==> src/hdl/dts_pkg.sv <==
// Shared types and constants for the dependency ordering unit.
package dts_pkg;
    localparam int MaxPasses    = 32;
    localparam int NumResources = 32;
    localparam int WriteSlots   = 4;
    localparam int ResW         = 6;
    localparam int MaskW        = 32;

    typedef struct packed {
        logic [MaskW-1:0] read_mask;
        logic [ResW-1:0]  wr0;
        logic [ResW-1:0]  wr1;
        logic [ResW-1:0]  wr2;
        logic [ResW-1:0]  wr3;
        logic             last_pass;
    } t_item;

    typedef enum logic [2:0] {
        S_LOAD, S_DEG, S_SEED, S_POP, S_EMIT, S_SCAN, S_STATUS
    } t_state;
endpackage

==> src/hdl/dependency_topological_sort_unit.sv <==
// Top level of the dependency ordering unit.
// Each input word loads one pass, at most MAX_PASSES in all; the word marked
// last_pass starts a sort that counts in-degrees, seeds the stack with the
// passes of in-degree zero and emits the passes one by one, then a status
// word. A single comparator walks one pass, slot pair per cycle. Input is not
// taken during a sort beyond the two word front queue.
module dependency_topological_sort_unit #(
    parameter int MAX_PASSES    = dts_pkg::MaxPasses,
    parameter int NUM_RESOURCES = dts_pkg::NumResources,
    parameter int WRITE_SLOTS   = dts_pkg::WriteSlots
) (
    input  logic        i_clk,
    input  logic        i_rst_n,
    input  logic        i_valid,
    output logic        o_ready,
    input  logic [31:0] i_read_mask,
    input  logic [5:0]  i_write_res_0,
    input  logic [5:0]  i_write_res_1,
    input  logic [5:0]  i_write_res_2,
    input  logic [5:0]  i_write_res_3,
    input  logic        i_last_pass,
    output logic        o_valid,
    input  logic        i_ready,
    output logic [4:0]  o_pass_index,
    output logic        o_is_status,
    output logic        o_cycle_found,
    output logic [5:0]  o_ordered_count,
    output logic        o_last
);
    import dts_pkg::*;
    t_item in_item, q_item;
    logic q_valid, q_ready;

    assign in_item = '{read_mask: i_read_mask, wr0: i_write_res_0, wr1: i_write_res_1,
                       wr2: i_write_res_2, wr3: i_write_res_3, last_pass: i_last_pass};

    dts_front u_front (
        .i_clk(i_clk), .i_rst_n(i_rst_n), .i_valid(i_valid), .o_ready(o_ready),
        .i_item(in_item), .o_valid(q_valid), .i_ready(q_ready), .o_item(q_item)
    );

    dts_back #(
        .MAX_PASSES(MAX_PASSES), .NUM_RESOURCES(NUM_RESOURCES), .WRITE_SLOTS(WRITE_SLOTS)
    ) u_back (
        .i_clk(i_clk), .i_rst_n(i_rst_n), .i_valid(q_valid), .o_ready(q_ready),
        .i_item(q_item), .o_valid(o_valid), .i_ready(i_ready),
        .o_pass_index(o_pass_index), .o_is_status(o_is_status),
        .o_cycle_found(o_cycle_found), .o_ordered_count(o_ordered_count), .o_last(o_last)
    );
endmodule

==> src/hdl/dts_front.sv <==
// Input stage: accepts words and buffers them in a two entry queue.
module dts_front (
    input  logic           i_clk,
    input  logic           i_rst_n,
    input  logic           i_valid,
    output logic           o_ready,
    input  dts_pkg::t_item i_item,
    output logic           o_valid,
    input  logic           i_ready,
    output dts_pkg::t_item o_item
);
    import dts_pkg::*;
    t_item r_q [2];
    logic [1:0] r_cnt;
    logic r_rd;
    logic push, pop;

    assign o_ready = (r_cnt != 2'd2);
    assign push = i_valid && o_ready;
    assign o_valid = (r_cnt != 2'd0);
    assign pop = o_valid && i_ready;
    assign o_item = r_q[r_rd];

    always_ff @(posedge i_clk) begin
        if (!i_rst_n) begin
            r_cnt <= '0;
            r_rd <= 1'b0;
        end else begin
            if (push) begin
                r_q[r_rd ^ r_cnt[0]] <= i_item;
            end
            if (pop) begin
                r_rd <= ~r_rd;
            end
            r_cnt <= r_cnt + {1'b0, push} - {1'b0, pop};
        end
    end
endmodule

==> src/hdl/dts_back.sv <==
// Sort engine: stores passes, counts in-degrees and runs the stack walk.
module dts_back #(
    parameter int MAX_PASSES    = dts_pkg::MaxPasses,
    parameter int NUM_RESOURCES = dts_pkg::NumResources,
    parameter int WRITE_SLOTS   = dts_pkg::WriteSlots
) (
    input  logic           i_clk,
    input  logic           i_rst_n,
    input  logic           i_valid,
    output logic           o_ready,
    input  dts_pkg::t_item i_item,
    output logic           o_valid,
    input  logic           i_ready,
    output logic [4:0]     o_pass_index,
    output logic           o_is_status,
    output logic           o_cycle_found,
    output logic [5:0]     o_ordered_count,
    output logic           o_last
);
    import dts_pkg::*;
    localparam int PW = $clog2(MAX_PASSES + 1);
    localparam int IW = $clog2(MAX_PASSES);

    t_state r_st, n_st;
    logic [MaskW-1:0]  r_mask [MAX_PASSES];
    logic [4*ResW-1:0] r_wr   [MAX_PASSES];
    logic [6:0]        r_deg  [MAX_PASSES];
    logic [IW-1:0]     r_stk  [MAX_PASSES];
    logic [PW-1:0] r_n, r_sp, r_emit, r_i, r_j;
    logic [1:0] r_s;
    logic [IW-1:0] r_u;
    logic r_ov;
    logic [4:0] r_opi;
    logic r_ost, r_ocy, r_ol;
    logic [5:0] r_ocnt;

    logic [ResW-1:0] res;
    logic hit, slot_ok, last_s, last_j;
    logic out_load;
    logic [IW-1:0] src;

    assign src = (r_st == S_DEG) ? r_i[IW-1:0] : r_u;
    assign res = r_wr[src][r_s*ResW +: ResW];
    assign slot_ok = ({1'b0, res} < 7'(NUM_RESOURCES)) && (res < ResW'(MaskW));
    assign hit = slot_ok && (r_j[IW-1:0] != src) && r_mask[r_j[IW-1:0]][res[4:0]];
    assign last_j = (r_j == r_n - PW'(1));
    assign last_s = (r_s == 2'(WRITE_SLOTS - 1));
    assign out_load = (!r_ov || i_ready)
                      && ((r_st == S_POP && r_sp != '0) || r_st == S_STATUS);

    assign o_ready = (r_st == S_LOAD);
    assign o_valid = r_ov;
    assign o_pass_index = r_opi;
    assign o_is_status = r_ost;
    assign o_cycle_found = r_ocy;
    assign o_ordered_count = r_ocnt;
    assign o_last = r_ol;

    always_comb begin
        n_st = r_st;
        case (r_st)
            S_LOAD: if (i_valid && i_item.last_pass) n_st = S_DEG;
            S_DEG: if (last_j && last_s && r_i == r_n - PW'(1)) n_st = S_SEED;
            S_SEED: if (r_i == r_n - PW'(1)) n_st = S_POP;
            S_POP: if (!r_ov || i_ready) n_st = (r_sp == '0) ? S_STATUS : S_SCAN;
            S_SCAN: if (last_j && last_s) n_st = S_POP;
            S_STATUS: if (!r_ov || i_ready) n_st = S_LOAD;
            default: n_st = S_LOAD;
        endcase
    end

    always_ff @(posedge i_clk) begin
        if (!i_rst_n) begin
            r_st <= S_LOAD;
            r_n <= '0;
            r_ov <= 1'b0;
            r_sp <= '0;
            r_emit <= '0;
        end else begin
            r_st <= n_st;
            if (out_load) r_ov <= 1'b1;
            else if (i_ready) r_ov <= 1'b0;
            case (r_st)
                S_LOAD: begin
                    if (i_valid) begin
                        if (r_n < PW'(MAX_PASSES)) begin
                            r_mask[r_n[IW-1:0]] <= i_item.read_mask;
                            r_wr[r_n[IW-1:0]] <= {i_item.wr3, i_item.wr2,
                                                  i_item.wr1, i_item.wr0};
                            r_n <= r_n + PW'(1);
                        end
                        r_i <= '0; r_j <= '0; r_s <= '0;
                        r_sp <= '0; r_emit <= '0;
                        for (int k = 0; k < MAX_PASSES; k++) r_deg[k] <= '0;
                    end
                end
                S_DEG: begin
                    if (hit) r_deg[r_j[IW-1:0]] <= r_deg[r_j[IW-1:0]] + 7'd1;
                    if (!last_j) r_j <= r_j + PW'(1);
                    else begin
                        r_j <= '0;
                        if (!last_s) r_s <= r_s + 2'd1;
                        else begin
                            r_s <= '0;
                            r_i <= (r_i == r_n - PW'(1)) ? '0 : r_i + PW'(1);
                        end
                    end
                end
                S_SEED: begin
                    if (r_deg[r_i[IW-1:0]] == '0) begin
                        r_stk[r_sp[IW-1:0]] <= r_i[IW-1:0];
                        r_sp <= r_sp + PW'(1);
                    end
                    r_i <= r_i + PW'(1);
                end
                S_POP: begin
                    if ((!r_ov || i_ready) && r_sp != '0) begin
                        r_u <= r_stk[r_sp[IW-1:0] - IW'(1)];
                        r_sp <= r_sp - PW'(1);
                        r_opi <= 5'(r_stk[r_sp[IW-1:0] - IW'(1)]);
                        r_ost <= 1'b0; r_ocy <= 1'b0; r_ocnt <= '0; r_ol <= 1'b0;
                        r_emit <= r_emit + PW'(1);
                        r_j <= '0; r_s <= '0;
                    end
                end
                S_SCAN: begin
                    if (hit && r_deg[r_j[IW-1:0]] != '0) begin
                        r_deg[r_j[IW-1:0]] <= r_deg[r_j[IW-1:0]] - 7'd1;
                        if (r_deg[r_j[IW-1:0]] == 7'd1) begin
                            r_stk[r_sp[IW-1:0]] <= r_j[IW-1:0];
                            r_sp <= r_sp + PW'(1);
                        end
                    end
                    if (!last_j) r_j <= r_j + PW'(1);
                    else begin
                        r_j <= '0;
                        r_s <= r_s + 2'd1;
                    end
                end
                S_STATUS: begin
                    if (!r_ov || i_ready) begin
                        r_opi <= '0; r_ost <= 1'b1; r_ol <= 1'b1;
                        r_ocy <= (r_emit < r_n);
                        r_ocnt <= 6'(r_emit);
                        r_n <= '0; r_sp <= '0; r_emit <= '0;
                    end
                end
                default: ;
            endcase
        end
    end
endmodule
==> config.mk <==
export PLATFORM = sky130hd
export DESIGN_NAME = dependency_topological_sort_unit
export DESIGN_NICKNAME = d
export VERILOG_FILES = /design/src/hdl/dts_pkg.sv /design/src/hdl/dependency_topological_sort_unit.sv /design/src/hdl/dts_front.sv /design/src/hdl/dts_back.sv
export SDC_FILE = /design/constraint.sdc
export NUM_CORES = 2
export LEC_CHECK = 0
export BUFFER_PORTS_ARGS = -buffer_cell sky130_fd_sc_hd__buf_4
export CAP_MARGIN = 20
export CORE_MARGIN = 2
export CORE_UTILIZATION = 45
export DETAILED_ROUTE_END_ITERATION = 10
export PLACE_DENSITY = 0.7
export SETUP_SLACK_MARGIN = 0.15
export SLEW_MARGIN = 40
export SYNTH_ARGS = -nofsm -noshare
export SYNTH_HDL_FRONTEND = slang
export SYNTH_SLANG_ARGS = --single-unit
==> constraint.sdc <==
create_clock -name i_clk -period 8.05 [get_ports i_clk]
set_input_delay 0.805 -clock i_clk [delete_from_list [all_inputs] [get_ports i_clk]]
set_output_delay 0.805 -clock i_clk [all_outputs]
set_load 0.05 [all_outputs]
Yosys cells after proc, flatten, opt, wreduce, memory -nomap -nowiden
Memories as Yosys holds them, arrays and structs flattened. A register that Yosys moved wholly into a read port is not among the register bits.
Cells that the tools add are included.
W data, S select, Z words.
{"block": "word_totals", "reg_bits": 57, "word_cells": 197, "memories": 5, "inputBits": 61, "ramBits": 2290, "output_inout_bits": 16}
{"name": "u_back.r_mask", "depth": 32, "word_bits": 32, "rd": 1, "rd_clocked_by_memory_dff": 1, "write_ports": 1, "line_no": "dts_back.sv:25", "source": "logic [MaskW-1:0] r_mask [MAX_PASSES];"}
{"name": "u_back.r_wr", "depth": 32, "word_bits": 24, "rd": 1, "rd_clocked_by_memory_dff": 0, "write_ports": 1, "line_no": "dts_back.sv:26", "source": "logic [4*ResW-1:0] r_wr [MAX_PASSES];"}
{"name": "u_back.r_deg", "depth": 32, "word_bits": 7, "rd": 2, "rd_clocked_by_memory_dff": 2, "write_ports": 32, "line_no": "dts_back.sv:27", "source": "logic [6:0] r_deg [MAX_PASSES];"}
{"name": "u_back.r_stk", "depth": 32, "word_bits": 5, "rd": 1, "rd_clocked_by_memory_dff": 0, "write_ports": 1, "line_no": "dts_back.sv:28", "source": "logic [IW-1:0] r_stk [MAX_PASSES];"}
{"name": "u_front.r_q", "depth": 2, "word_bits": 57, "rd": 1, "rd_clocked_by_memory_dff": 1, "write_ports": 1, "line_no": "dts_front.sv:13", "source": "t_item r_q [2];"}
{"block": "classes", "muxes": 87, "mul": 1, "shift": 1, "n_eq_ne": 26, "n_reduce_logical": 40, "n_bitwise": 4, "n_addsub": 13, "order_cmp": 5}
{"operator": "$mux W6", "n": 15}
{"operator": "$pmux W6 S3", "n": 3}
{"operator": "$mux W5", "n": 8}
{"operator": "$mux W1", "n": 38}
{"operator": "$add A6 B1 Y6 const B", "n": 5}
{"operator": "$pmux W6 S5", "n": 1}
{"operator": "$pmux W6 S2", "n": 2}
{"operator": "$shiftx A24 B6 Y6", "n": 1}
{"operator": "$ne A2 B1 Y1 const B", "n": 11}
{"operator": "$lt A6 B6 Y1 const B", "n": 3}
{"operator": "$mux W3", "n": 6}
{"operator": "$pmux W3 S6", "n": 1}
{"operator": "$reduce_and A4 Y1", "n": 4}
{"operator": "$mux W7", "n": 2}
{"operator": "$eq A6 B6 Y1", "n": 2}
{"operator": "$logic_and A1 B1 Y1", "n": 12}
{"operator": "$mux W2", "n": 6}
{"operator": "$reduce_and A6 Y1", "n": 2}
{"operator": "$sub A6 B1 Y6 const B", "n": 2}
{"operator": "$ne A2 B2 Y1 const B", "n": 5}
{"operator": "$pmux W5 S2", "n": 1}
{"operator": "$reduce_bool A3 Y1", "n": 3}
{"operator": "$pmux W2 S4", "n": 1}
{"operator": "$reduce_bool A2 Y1", "n": 4}
{"operator": "34 further kinds", "n": 39}

Longest topological paths before layout
An unclocked memory read counts as a cell.
{"block": "logic_depth", "depth_word": 16, "mapped_depth": 21, "depth_no_buf": 14}

By module
A second synthesis with hierarchy kept.
{"block": "hier_totals", "hier_cells": 5302, "hier_area_um2": 96273.6}
{"mod": "dts_back", "area_each_um2": 91803.0, "seq_area_each_um2": 66944.2, "instances": 1, "cells_each": 5100}
{"mod": "dts_front", "area_each_um2": 4470.5, "seq_area_each_um2": 3503.4, "instances": 1, "cells_each": 202}

Worst setup path after synthesis
No wires, ideal clock.
{"block": "synth_timing", "kind": "register to register", "from": "reg (tool-made name)", "to": "mem u_back.r_stk[0][0] (netlist bit), data pin", "arrival_ns": 5.650, "setup_slack_ns": 2.015, "path_buffers": 6, "path_stages_with_launch": 18, "t_required_ns": 7.665, "path_cell_list": "dfxtp_1 -> buf_2 -> buf_2 -> buf_2 -> buf_2 -> buf_2 -> buf_1 -> mux4_2 -> mux4_2 -> mux2i_1 -> ha_1 -> and2_1 -> nand2_1 -> nand4_1 -> a211o_1 -> o32ai_4 -> nand2_1 -> mux2i_1"}
{"item": "end, declared", "line_no": "dts_back.sv:28"}

Final worst setup path
{"block": "layout_timing", "from": "reg u_back.r_st[0]", "to": "mem u_back.r_stk[28][1] (netlist bit) (enable)"}
{"block": "layout_via", "elab_chain_len": 14, "word_cells_on_any_way": 23, "cone_classes": "order compare (2); eq/ne (4); shift (1); mux (10); bitwise (1); reduce/logical (4); memory (1)"}
{"item": "start, declared", "line_no": "dts_back.sv:24", "source": "t_state r_st, n_st;"}
{"item": "start signal, assigned", "line_no": "dts_back.sv:80", "source": "r_st <= n_st;"}
{"item": "$eq A3 B1 Y1", "line_no": "dts_back.sv:42", "source": "assign src = (r_st == S_DEG) ? r_i[IW-1:0] : r_u;"}
{"item": "$mux W5", "line_no": "dts_back.sv:42"}
{"item": "$mem_v2 Z32 W24"}
{"item": "$shiftx A24 B6 Y6", "line_no": "dts_back.sv:43", "source": "assign res = r_wr[src][r_s*ResW +: ResW];"}
{"item": "$lt A6 B6 Y1", "line_no": "dts_back.sv:44", "source": "assign slot_ok = ({1'b0, res} < 7'(NUM_RESOURCES)) && (res < ResW'(MaskW));"}
{"item": "$logic_and A1 B1 Y1", "line_no": "dts_back.sv:44"}
{"item": "$logic_and A1 B1 Y1 (2 in series)", "line_no": "dts_back.sv:45", "source": "assign hit = slot_ok && (r_j[IW-1:0] != src) && r_mask[r_j[IW-1:0]][res[4:0]];"}
{"item": "$logic_and A1 B1 Y1", "line_no": "dts_back.sv:127", "source": "if (hit && r_deg[r_j[IW-1:0]] != '0) begin"}
{"item": "$mux W1", "line_no": "dts_back.sv:127"}
{"item": "$mux W1", "line_no": "dts_back.sv:83", "source": "case (r_st)"}
{"item": "$mux W1", "line_no": "dts_back.sv:73", "source": "if (!i_rst_n) begin"}
{"item": "$mux W1 (not written as such)", "line_no": "dts_back.sv:130", "source": "r_stk[r_sp[IW-1:0]] <= r_j[IW-1:0];"}
{"item": "$or A1 B1 Y1 (no source line) (*)"}
Every way passes the cells marked *; elsewhere a longest branch is shown, timed or not. The select of a mux whose other input is x is not followed.

==> results.txt <==
Counting flops with an async set or reset pin after synthesis yields a share of 0%. For this run, the detailed router's first-pass iteration total came to 6. The logs give 0 for the count of yosys warnings during synthesis and 34.57 nW for the leakage power total. The min-delay analysis places its worst path in the category in -> reg.

The mean number of vias per cell was 6.200; the count of endpoints failing setup in the final report was 0. The critical path crosses 16 cells after its start point. The startpoint identified for the worst register-to-register timing path is u_back.r_st[0]$_SDFFE_PN0P_. The DRC violation count after routing came out at 0. The initial utilization of the core area, before any placement, comes to 45.23%.

OpenSTA, run right after detailed placement, puts the worst setup slack at 1019 ps. The run gives 219400 um^2 as the area of the die. Registers take 70470 um^2.

The clock transition at the registers of the reported paths is 60 ps, and the core footprint is 214600 um^2. The kind of end point of the critical path was a flip-flop. Setup repair after global routing left no endpoint under its margin. Summing the areas of all compound-gate instances in the mapped netlist gives 2.126% of the synthesized area. The number of buffers added on ports is 76. Summed over all instances, the cell type with the most area after synthesis is edfxtp_1.

In this run the remaining antenna-violating nets after routing total 0. The post-route minimum period came out at 7197 ps. Leading cell type in the layout, fill and taps excluded: edfxtp_1.

Initial antenna violation count: 5. The largest individual stage delay along the critical path comes from the cell or3b_4. For the final database, setup skew stands at 48.38 ps. Entering global routing, the biggest net connects 79 pins. The worst register-to-register path ends at u_back.r_stk[28][1]$_DFFE_PP_. Across the VDD grid, the largest voltage drop is 416.0 uV. For the unique cell type count in the Yosys netlist, the log shows 95. For the worst-skew pair, the clock arrives at the later sink with an insertion delay of 900 ps. The average cell area after synthesis is 19.82 um^2. The weighted congestion at the end of routability-driven global placement is 0.8719, and the number of DRC violations after detailed-routing iteration 0 is 6694. Once routing completed, OpenROAD measured the worst setup slack at 852.7 ps. The tools report the launching element type of the critical path as a flip-flop.

The worst hold path depth is 1. By area the synthesized netlist is led by edfxtp_1 72%, mux4_2 15%, mux2i_1 1.5%, mux2_2 1.1%, nand2_1 1.1%. Row generation in the floorplan step produced 170 rows. Leaving out fill and tap cells, the most frequent cells in the layout are 2322 x edfxtp_1, 643 x mux4_2, 274 x nand2_1. In this run the horizontal extent of the chip is 468.4 um. The critical path contains buffers and inverters numbering 2 combined.

Synthesis-to-layout area growth: 12.29%. The setup check on the worst reg-to-reg path leaves a slack of 850 ps. Summing the areas of all and, or, nand and nor instances in the mapped netlist gives 5.170% of the synthesized area. Global routing used 22.15% of the available tracks. At the pin with the least slew margin, the transition time is 884.3 ps. Summed over all layers, the global routing overflow is 0. Gates resized during post-CTS repair numbered 0. The via count of the first global-routing pass was 49740; the biggest fanout along the worst timing path was 38.

The run gives 0 as the reported max-cap violation count. The tools report the buffer cell driving the clock tree root as clkbuf_16. The synthesized design contains 2358 register bits. For this block, the routed nets add up to 244800 um of wire.

The run finished with clean final reports. After clock tree synthesis, the setup repair step added 0 buffers. The logs give 136600 um for the detailed placer's ending HPWL and 97070 um^2 for the cell area after technology mapping. Period utilization: 89.41%. The largest single stage delay on the critical path is 710 ps. The logs give 0 for the max-slew violation total from the final report and 4898 for the number of instances in the synthesized netlist. The number of fillers in the final layout was 16600. After synthesis, the largest family of logic cells by area is multiplexers. In this run the tightest slew margin relative to its limit is 41.05%. The number of clock sinks seen by CTS was 2358. Of the post-synthesis cell area, the dominant cell type holds 71.83%.

After detailed routing, the average wire length per cell comes to 30.30 um. Clock tree synthesis inserted a total of 224 buffers. The type of the setup path with the least slack is reg -> reg. Summing the sequential cell areas from Yosys gives 72.58% of the chip area. The net count of the finished layout is 5148. The tools report the launch point of the worst hold path as i_write_res_0[3].

Broken down by cell family, the worst path's largest delay share belongs to simple AND/OR/NAND/NOR gates. The run gives 0 ps as the setup total negative slack. Summing all multi-input logic gate instances after layout gives 25430 um^2. The run gives 4 as the number of H-tree branching levels. The tools report the count of final hold-check violations as 0. The fraction of layout instances using a drive strength above 1 came out at 25.92%. Based on the critical path, the design can be clocked at up to 0.1389 GHz. 77 I/O pins were placed. The first global-routing pass estimated 351400 um of wire. The mux share of post-synthesis cell area is 17.57%. The number of vias in the routed layout came out at 50090.

Xor/xnor cell area share of the yosys netlist: 0.5104%. For this design the ratio of total power to cell area is 330.4 nW/um^2. Height of the die: 468.4 um. Data on the critical path is required at its endpoint by 8570 ps. The worst register-to-register path has a depth of 16.

The number of flops mapped to enable cells by yosys was 2322; the number of buffers inserted by hold repair at cts was 0. TritonCTS built the clock tree. The capture endpoint of the worst hold path was u_front.r_q[0][22]$_DFFE_PP_. The synthesized netlist devotes 0.4073% of its cell area to adder and majority cells.

The critical path goes through or3b_4 -> buf_4 -> mux2_2 -> nand2_1 -> or3_1 -> o221a_2 -> a22oi_2 -> and2_1 -> mux2_2 -> mux2i_1 -> o311ai_2 -> o32ai_4 -> buf_4 -> a32o_1 -> nand2_1 -> nor2_1. The maximum clock path buffer count came out at 3. The flip-flop cell with the highest count after synthesis was edfxtp_1. Data on the critical path arrives at its endpoint at 7710 ps.

The number of nets handed over by synthesis was 4990.
## layout make-up
type	count	share of cell area [%]
Tap cell	2838	3.258
Sequential cell	2358	64.65
Clock inverter	127	1.302
Multi-Input combinational cell	2226	23.33
Clock buffer	283	5.421
Timing Repair Buffer	213	1.912
Inverter	33	0.1205
Antenna cell	2	0.004591
## registers in the layout, indices dropped and copies added (netlist names), named ones only
register	cells
u_back.o_pass_index	5
u_front.r_cnt	2
u_back.r_deg	224
u_back.r_s	2
u_back.r_mask	1024
u_back.r_n	6
u_back.r_st	3
u_back.o_last	1
u_back.r_wr	768
u_back.o_ordered_count	6
u_back.r_u	5
u_front.r_q	114
u_back.r_sp	6
u_back.o_cycle_found	1
u_back.r_stk	160
u_back.o_valid	1
u_back.r_emit	6
u_back.r_i	6
u_front.r_rd	1
u_back.r_j	6
## through the flow
| step | total power, mW | util (%) | hold slack (ps) | cell area (um^2) | instances |
|---|---|---|---|---|---|
| 2_1_floorplan | 22.33 | - | 470.7 | 97070 | 4898 |
| 3_3_place_gp | 25.52 | 47.16 | 529.4 | 101200 | 7653 |
| 3_5_place_dp | 25.69 | 47.34 | 537.3 | 101600 | 7665 |
| 4_1_cts | 36.12 | 50.75 | 33.04 | 108900 | 8075 |
| 5_1_grt | 37.17 | 50.79 | 63.38 | 109000 | 8080 |
| 6_report | 36.02 | 50.79 | 89.97 | 109000 | 8080 |
## per-layer routing
metal / vias to the layer above / GRT usage [%] / wire, um
li1: 20450 / - / -
met2: 2669 / 36.02 / 119900
met5: - / 0 / 0
met1: 26490 / 30.48 / 95900
met4: 0 / 7.941 / 8472
met3: 485 / 3.554 / 20550
## report_power, final
group	switching, mW	internal (mW)	total (mW)
combinational	6.09	3.95	10.0
sequential	0.507	15.0	15.5
clock	4.60	5.92	10.5
## cells by family after synthesis
family                   Yosys count
AO/OA/AOI/OAI                    279
XOR/XNOR                          54
adder cells (fa/ha/maj)           31
buffers and inverters            314
flip-flops                      2358
multiplexers                     886
AND/OR/NAND/NOR                  976
## synth_stat cells, drive strengths merged, types with 29 or more instances
library cell and instances:
nor4 53, nor2b 119, o21ai 42, mux2i 143, edfxtp 2322, dfxtp 36
xnor2 35, buf 164, a21oi 43, mux2 99, clkbuf 117, nor2 184
nand2 275, a211oi 35, nor3 29, ha 30, mux4 644, and2b 90
nand3 108, inv 29
## how the worst max path moves through the flow
stage / start / end
floorplan: flip-flop / u_back.r_stk[0][0]$_DFFE_PP_
global placement: u_back.r_st[0]$_SDFFE_PN0P_ / u_back.r_stk[31][0]$_DFFE_PP_
detailed placement: u_back.r_st[0]$_SDFFE_PN0P_ / u_back.r_stk[23][2]$_DFFE_PP_
CTS: u_back.r_st[0]$_SDFFE_PN0P_ / u_back.r_stk[31][0]$_DFFE_PP_
global route: u_back.r_st[0]$_SDFFE_PN0P_ / u_back.r_stk[28][0]$_DFFE_PP_
finish: u_back.r_st[0]$_SDFFE_PN0P_ / u_back.r_stk[28][1]$_DFFE_PP_
(Power assumes the default switching activity.)
